**config.mk**
```make
export PLATFORM = sky130hd
export DESIGN_NAME = pncs_cost_unit
export DESIGN_NICKNAME = d
export VERILOG_FILES = /design/src/rtl/pncs_pkg.sv /design/src/rtl/pncs_cost_unit.sv
export SDC_FILE = /design/constraint.sdc
export NUM_CORES = 1
export LEC_CHECK = 0
export BUFFER_PORTS_ARGS = -buffer_cell sky130_fd_sc_hd__buf_2
export CAP_MARGIN = 10
export CORE_MARGIN = 1.5
export CORE_UTILIZATION = 63
export DETAILED_ROUTE_END_ITERATION = 16
export PLACE_DENSITY = 0.83
export REMOVE_ABC_BUFFERS = 1
export SLEW_MARGIN = 20
export SYNTH_ARGS = -nofsm -noshare
export SYNTH_HDL_FRONTEND = slang
export SYNTH_SLANG_ARGS = --single-unit
```
**constraint.sdc**
```tcl
create_clock -name i_clk -period 7.6 [get_ports i_clk]
set_input_delay 1.52 -clock i_clk [delete_from_list [all_inputs] [get_ports i_clk]]
set_output_delay 1.52 -clock i_clk [all_outputs]
set_load 0.01 [all_outputs]
```
**src/rtl/pncs_pkg.sv**
```systemverilog
// ----------------------------------------------------------------------------
// Palette nearest color search package
// Shared types, weights and helpers for the palette search block.
// ----------------------------------------------------------------------------
`default_nettype none

package pncs_pkg;

    localparam int CH_W    = 5;
    localparam int IDX_W   = 8;
    localparam int MASK_W  = 9;
    localparam int CNT_W   = 9;
    localparam int SQ_W    = 10;
    localparam int COST_W  = 23;
    localparam int DRAIN_W = 2;

    // Cycles from address issue to a registered cost.
    localparam int PIPE_LAT = 3;

    localparam logic OP_WRITE = 1'b0;
    localparam logic OP_QUERY = 1'b1;

    typedef logic [IDX_W-1:0]  t_idx;
    typedef logic [COST_W-1:0] t_cost;
    typedef logic [SQ_W-1:0]   t_sq;

    typedef struct packed {
        logic [CH_W-1:0] a;
        logic [CH_W-1:0] b;
        logic [CH_W-1:0] g;
        logic [CH_W-1:0] r;
    } t_color5;

    typedef struct packed {
        logic vld;
        logic skip;
        t_idx idx;
    } t_tag;

    localparam t_color5 RESET_COLOR = '{a: 5'd31, b: 5'd0, g: 5'd0, r: 5'd0};

    localparam t_cost W_GREEN = t_cost'(59 * 59);
    localparam t_cost W_RED   = t_cost'(30 * 30);
    localparam t_cost W_BLUE  = t_cost'(11 * 11);
    localparam t_cost W_ALPHA = t_cost'(8 * 8);

    function automatic t_sq sq_diff5(input logic [CH_W-1:0] x, input logic [CH_W-1:0] y);
        logic [CH_W-1:0] d;
        d = (x >= y) ? (x - y) : (y - x);
        return t_sq'(d) * t_sq'(d);
    endfunction

endpackage

`default_nettype wire

```
**src/rtl/pncs_cost_unit.sv**
```systemverilog
// ----------------------------------------------------------------------------
// Weighted color cost unit
// Two-stage pipeline: squared channel differences, then the weighted sum.
// ----------------------------------------------------------------------------
`default_nettype none

module pncs_cost_unit (
    input  wire                  i_clk,
    input  wire                  i_rst_n,
    input  pncs_pkg::t_color5    i_entry,
    input  pncs_pkg::t_color5    i_query,
    input  pncs_pkg::t_tag       i_tag,
    output pncs_pkg::t_cost      o_cost,
    output pncs_pkg::t_tag       o_tag
);

    pncs_pkg::t_sq   r_sq_r;
    pncs_pkg::t_sq   r_sq_g;
    pncs_pkg::t_sq   r_sq_b;
    pncs_pkg::t_sq   r_sq_a;
    pncs_pkg::t_tag  r_tag_sq;
    pncs_pkg::t_cost r_cost;
    pncs_pkg::t_tag  r_tag_cost;

    always_ff @(posedge i_clk) begin
        r_sq_r <= pncs_pkg::sq_diff5(i_entry.r, i_query.r);
        r_sq_g <= pncs_pkg::sq_diff5(i_entry.g, i_query.g);
        r_sq_b <= pncs_pkg::sq_diff5(i_entry.b, i_query.b);
        r_sq_a <= pncs_pkg::sq_diff5(i_entry.a, i_query.a);
        r_cost <= pncs_pkg::W_GREEN * pncs_pkg::t_cost'(r_sq_g)
                + pncs_pkg::W_RED   * pncs_pkg::t_cost'(r_sq_r)
                + pncs_pkg::W_BLUE  * pncs_pkg::t_cost'(r_sq_b)
                + pncs_pkg::W_ALPHA * pncs_pkg::t_cost'(r_sq_a);
    end

    always_ff @(posedge i_clk) begin
        if (!i_rst_n) begin
            r_tag_sq   <= '0;
            r_tag_cost <= '0;
        end else begin
            r_tag_sq   <= i_tag;
            r_tag_cost <= r_tag_sq;
        end
    end

    assign o_cost = r_cost;
    assign o_tag  = r_tag_cost;

endmodule

`default_nettype wire

```
# Yosys cells after proc, flatten, opt, wreduce, memory -nomap -nowiden
# Index checks and enable logic that the tools add are counted.
# W data, S select, Z words.
[totals]
out_inout_bits = 33
input_bits = 52
regBits = 83
word_cells = 37
[op_classes]
n_lt_le_gt_ge = 4
muxes = 4
mul = 7
addsub = 11
[ops]
columns = ["op", "n"]
rows = [
  ["$mul A5 B5 Y10", 4],
  ["$sub A5 B5 Y5", 8],
  ["$add A22 B20 Y23", 1],
  ["$add A23 B16 Y23", 1],
  ["$add A23 B17 Y23", 1],
  ["$mul A12 B10 Y22 const A", 1],
  ["$ge A5 B5 Y1", 4],
  ["$mux W5", 4],
  ["$mul A8 B10 Y18 const A", 1],
  ["$mul A7 B10 Y17 const A", 1],
]

# Logic depth before layout (Yosys ltp)
# Gate-level depths: netlist of run 1.
[depth]
ltp_word = 4
depth_mapped = 27
ltp_nobuf = 27

# Worst setup path before layout of run 1
# Ideal clock, no wire load.
[synth_timing]
path_kind = "register to register"
start = "register r_sq_r[2]"
end = "register r_cost[20], in the netlist o_cost[20]"
n_path_buf = 0
arrival_ns = 6.518
path_stages_with_launch = 23
path_slack_ns = 0.966
path_cell_list = "dfxtp_1 -> inv_1 -> fa_1 -> inv_1 -> ha_1 -> fa_1 -> ha_1 -> ha_1 -> a21o_1 -> a21oi_1 -> xnor2_1 -> fa_1 -> fa_1 -> inv_1 -> fa_1 -> fa_1 -> inv_1 -> ha_1 -> or3_1 -> a211oi_1 -> o21ai_0 -> a2111o_1 -> and4_1"
[synth_via]
elab_chain_cells = 4
[synth_rtl]
columns = ["item", "line_no", "text"]
rows = [
  ["from (decl)", "pncs_cost_unit.sv:17", "pncs_pkg::t_sq r_sq_r;"],
  ["from (signal assigned)", "pncs_cost_unit.sv:26", "r_sq_r <= pncs_pkg::sq_diff5(i_entry.r, i_query.r);"],
  ["$mul A8 B10 Y18", "pncs_cost_unit.sv:31", "+ pncs_pkg::W_RED * pncs_pkg::t_cost'(r_sq_r)"],
  ["$add A22 B20 Y23", "pncs_cost_unit.sv:31", ""],
  ["$add A23 B17 Y23", "pncs_cost_unit.sv:32", "+ pncs_pkg::W_BLUE * pncs_pkg::t_cost'(r_sq_b)"],
  ["$add A23 B16 Y23", "pncs_cost_unit.sv:33", "+ pncs_pkg::W_ALPHA * pncs_pkg::t_cost'(r_sq_a);"],
  ["to (signal assigned)", "pncs_cost_unit.sv:30", "r_cost <= pncs_pkg::W_GREEN * pncs_pkg::t_cost'(r_sq_g)"],
  ["to (decl)", "pncs_cost_unit.sv:22", "pncs_pkg::t_cost r_cost;"],
]
# Every way passes these cells.
# A chain may end at the register's enable or synchronous reset.

# Worst setup path after layout of run 1
[layout_timing]
start = "register r_sq_r[2]"
end = "register r_cost[22], in the netlist o_cost[22]"
# Same word-level chain as after synthesis.

==> metrics, run 1 <==
CP max stage cell fa_1; Worst setup SP type register; PortBufs 84; IO Count 85; Required @ worst endpoint about 7900 ps; layout cells sized above 1 9.98%; die area ~18000 um2; global-route wire length before repair ~36000 um; Arrival @ worst endpoint around 7300 ps; Synth-to-Final Area Change 9.09%; vias in the first global route 8065; Hold WC Path Type reg -> reg; Ys Warns 0; Tot GR Track Use between 20% and 30%; CTS sink count 79; slowest stage delay, CP about 550 ps; Rel. slew slack 55.2%; Row Count between 40 and 50; outcome completed; DP Cell Count 1426; final WL approximately 21000 um; sequential fraction of the synthesis area 14.8%; via count ~7700; drt drc 0; Yosys cell types 65; most frequent cell on the critical path fa_1; Reg clk slew, reported paths 70 ps; fmax approximately 0.14 GHz; mapped cell area roughly 11000 um2; clk_skew ~8.2 ps; Post-Syn Instances about 1100; Resize count post-CTS 0; crit path max fanout 6; Setup violations, final 0; TNS Setup 0 ps; Post-synth EDFFs 0; prevailing post-synth register cell dfxtp_1; register bit total from synthesis 79; Tmin final between 7000 and 8000 ps; RSZ-0062 raised after global routing false; Worst-Margin Slew approximately 650 ps; CP delay by family, top adder cells; Antenna Nets Post-Route 0; Worst Setup Path Type reg -> reg; Core ar. 16600 um2; Max Buffers Root-to-Sink 2; Final nets ~1600; CTS buffer count 9; GPL Wtd Cong around 0.86; # diodes 0; Max Cap Violations 0; CTS H-tree depth 3; Die Width 133 um; GRT Residual Overflow 0; drt pass-1 iters 5; Via density around 5.4; worst hold slack roughly 430 ps; die height roughly 130 um; Post-CTS Setup Inserts 0; initial core utilization between 60% and 70%; initial antenna violation count 0; critical path buffer and inverter count 4; filler instances 1284; Final Non-Filler Cells between 1000 and 1500; Hold Vio Cnt, Final 0; CP endpoint kind register; most frequent cells in the layout inv_1 (243), ha_1 (224), fa_1 (125), buf_2 (84), dfxtp_1 (79); CTS tree built; largest net degree at the start of global routing 21; clock latency on the worst-skew pair 350 ps; mean post-synth cell area about 9.5 um2; Post-CTS Hold Buffers 0; drt first-iter violations 218; final period utilization about 93%; final count of pins violating max slew 0; FFs w/ async S/R, synth 0%; routed len/inst roughly 15 um; Root Driver clkbuf_16; detailed placement HPWL 17700 um; most common cell after layout, fill and taps aside inv_1
[cells by family (layout without fill, tap and decap cells)]
| kind of cell | Yosys count | in the layout | synth area share (%) |
|---|---|---|---|
| XOR/XNOR | 60 | 60 | 4.99 |
| other | 2 | 7 | 0.0704 |
| multiplexers | 9 | 9 | 0.844 |
| AND/OR/NAND/NOR | 188 | 188 | 9.02 |
| AO/OA/AOI/OAI | 186 | 186 | 11.5 |
| buffers and inverters | 256 | 344 | 9.09 |
| adder cells (fa/ha/maj) | 349 | 349 | 49.7 |
| flip-flops | 79 | 79 | 14.8 |
[layer usage]
metal	wire (um)	track usage [%]	vias to the layer above
met5	0	0	-
met3	927	3.46	52
met1	8980	30.3	3672
met4	603	10.3	0
li1	-	-	3826
met2	10700	45.4	190
[path summary, 6_finish.rpt]
kind / from / end / slack [ps] / cells after the start
setup reg to reg: r_sq_r[2]$_DFF_P_ / o_cost[22]$_DFF_P_ / 510 / 25
hold / removal: r_tag_sq[8]$_SDFF_PN0_ / o_tag[8]$_SDFF_PN0_ / 430 / 1
hold reg to reg: r_tag_sq[8]$_SDFF_PN0_ / o_tag[8]$_SDFF_PN0_ / 430 / 1
setup / recovery: r_sq_r[2]$_DFF_P_ / o_cost[22]$_DFF_P_ / 510 / 25
[cell type report]
type                    instances  area [um2]  area share, %
repair buffers                 84         420           3.61
flip-flops and latches         79        1580           13.6
inverters                     244         916           7.87
clock inverters                 7        83.8          0.720
clock buffers                   9         225           1.93
multi-input cells             799        8140           69.9
well taps                     220         275           2.36
[state kept, by name, indices dropped and copies added (netlist names)]
signal    count
r_sq_b        9
r_sq_g        9
r_sq_r        9
r_sq_a        9
o_cost       23
r_tag_sq     10
o_tag        10
[synth_stat cells (4+ instances only)]
master    count  share of area, %
nor2_1       73               2.6
clkbuf_1     10              0.35
o21ai_0      34               1.6
xnor2_1      39               3.2
a211oi_1      5              0.35
o31a_1        4              0.33
nor3_1        9              0.42
mux2i_1       9              0.84
ha_1        224                26
a21o_1       28               2.0
a31oi_1       6              0.35
and2_1       24               1.4
nor2b_1      11              0.64
or2_2         4              0.23
nand3_1       6              0.28
xor2_1       20               1.6
o21bai_1     11              0.77
nand2b_1     10              0.59
o211ai_1      4              0.28
nand2_1      26              0.91
dfxtp_1      79                15
inv_1       243               8.5
a21oi_1      56               2.6
o21a_1        7              0.49
fa_1        125                23
[metrics by stage]
stage,instance area [um2],setup slack [ps],utilization (%)
finish,11600,507,70.2
global route,11600,66.1,70.2
floorplan,10600,966,-
CTS,11600,309,70.2
detailed placement,11300,478,68.3
global placement,11300,674,68.3
Power of run 1 is not shown: default switching activity piles up to over one toggle a cycle in this logic, so the estimate is an artifact.
==> run 2: changes to the inputs <==
--- a/config.mk
+++ b/config.mk
@@ -10,7 +10,7 @@
 export CORE_MARGIN = 1.5
 export CORE_UTILIZATION = 63
 export DETAILED_ROUTE_END_ITERATION = 16
-export PLACE_DENSITY = 0.83
+export PLACE_DENSITY = 0.88
 export REMOVE_ABC_BUFFERS = 1
 export SLEW_MARGIN = 20
 export SYNTH_ARGS = -nofsm -noshare
==> run 2 against run 1 <==
  * Critical path depth unchanged
  * Design area about the same
  * Worst hold slack better by 1.4 ps
  * Setup slack got worse by 160 ps
  * Die area is the same
  * Highest routed layer unchanged
  * Count of clock-buffer cells in the layout unchanged
  * Flip-flop and latch count is the same
  * Clock skew about the same
  * Final cell count unchanged
  * Critical endpoint unchanged
  * Non-clock buffer count stayed put
  * First-iteration DRC count up 64%
  * Register-to-register slack lost 160 ps
==> metrics, run 2 (synthesis results as in run 1) <==
layout cells sized above 1 10.1%; # diodes 0; Arrival @ worst endpoint 7510 ps; Worst-Margin Slew 670 ps; top sig layer met4; Root Driver clkbuf_16; GRT Residual Overflow 0; drt pass-1 iters 4; CTS buffer count 9; Hold WC Path Type reg -> reg; Hold Vio Cnt, Final 0; DP Cell Count 1426; routed len/inst 15.1 um; clock latency on the worst-skew pair ~360 ps; Core ar. 16600 um2; Max Buffers Root-to-Sink 2; detailed placement HPWL approximately 18000 um; Synth-to-Final Area Change 9.19%; Via density 5.48; die area 17700 um2; Worst Setup Path Type reg -> reg; met3 WL ~940 um; TNS Setup 0 ps; outcome completed; routed wl met2 about 11000 um; largest net degree at the start of global routing 21; vias in the first global route roughly 8300; global-route wire length before repair 37300 um; via count around 8000; most common cell after layout, fill and taps aside inv_1; IO Count 85; final period utilization between 90% and 100%; fmax 0.138 GHz; Required @ worst endpoint about 7900 ps; Rel. slew slack a little over half; CTS H-tree depth 3; CP endpoint kind register; Final nets around 1600; drt drc 0; final WL ~22000 um; GPL Wtd Cong 0.873; Worst setup SP type register; filler instances between 1000 and 1500; crit path max fanout 6; most frequent cells in the layout inv_1 (243), ha_1 (224), fa_1 (125), buf_2 (84), dfxtp_1 (79); initial core utilization 64.4%; drt first-iter violations roughly 360; Max Cap Violations 0; met1 WL 9100 um; initial antenna violation count 0; Tmin final approximately 7200 ps; clk_skew 7.75 ps; RSZ-0062 raised after global routing false; Reg clk slew, reported paths approximately 70 ps; Tot GR Track Use 26.3%; CTS sink count 79; Setup violations, final 0; Die Width 133 um; post-layout util between 70% and 80%; die height between 100 and 150 um; Antenna Nets Post-Route 0; PortBufs 84; Row Count 47; CTS tree built; Final Non-Filler Cells 1442; final count of pins violating max slew 0; max reg flops 23
## run 2: cell counts in the layout (fill, tap and decap cells not counted)
No cell type changed its count.
## run 2: repair_timing
item / CTS / global route
buffers inserted: 0 / 0
hold buffers: 0 / 0
gates resized for setup: 0 / 3
setup endpoints to repair: 0 / 1
## run 2: final timing paths
path                           from             endpoint  slack, ps  cells past startpoint
min          r_tag_sq[5]$_SDFF_PN0_  o_tag[5]$_SDFF_PN0_        430                      1
min reg2reg  r_tag_sq[5]$_SDFF_PN0_  o_tag[5]$_SDFF_PN0_        430                      1
max reg2reg       r_sq_r[2]$_DFF_P_   o_cost[22]$_DFF_P_        350                     25
max               r_sq_r[2]$_DFF_P_   o_cost[22]$_DFF_P_        350                     25
## run 2: metrics by stage
stage	hold slack, ps	setup slack (ps)	instance area [um2]
2_1_floorplan	412	966	10600
3_3_place_gp	414	678	11300
3_5_place_dp	418	406	11300
4_1_cts	436	216	11600
5_1_grt	449	62.4	11700
6_report	434	351	11700
## run 2: critical path, stage by stage, from the launching register on
cell and delay, ps:
dfxtp_1 440, inv_1 100, fa_1 560, inv_1 50, ha_1 300, fa_1 460
ha_1 300, ha_1 350, a21oi_2 190, o21bai_1 80, a21oi_1 240, xnor2_1 200
fa_1 500, fa_1 550, inv_1 60, fa_1 470, fa_1 560, inv_1 60
ha_1 330, a21boi_0 320, o21ai_0 190, o21ai_1 260, a21oi_1 150, o21ai_0 200
a21oi_1 110, xnor2_1 120
## run 2: cell type report
class                           count  area [um2]  area share (%)
Clock inverter                      7        86.3           0.741
Timing Repair Buffer               84         420            3.61
Sequential cell                    79        1580            13.6
Tap cell                          220         275            2.36
Multi-Input combinational cell    799        8150            69.9
Clock buffer                        9         225            1.93
Inverter                          244         916            7.86
## run 2: routing by layer
| metal | track usage [%] | vias up |
|---|---|---|
| li1 | - | 3817 |
| met1 | 31.1 | 3823 |
| met2 | 48.5 | 222 |
| met3 | 4.26 | 41 |
| met4 | 9.06 | 0 |
| met5 | 0 | - |
Power of run 2 is left out for the same reason.
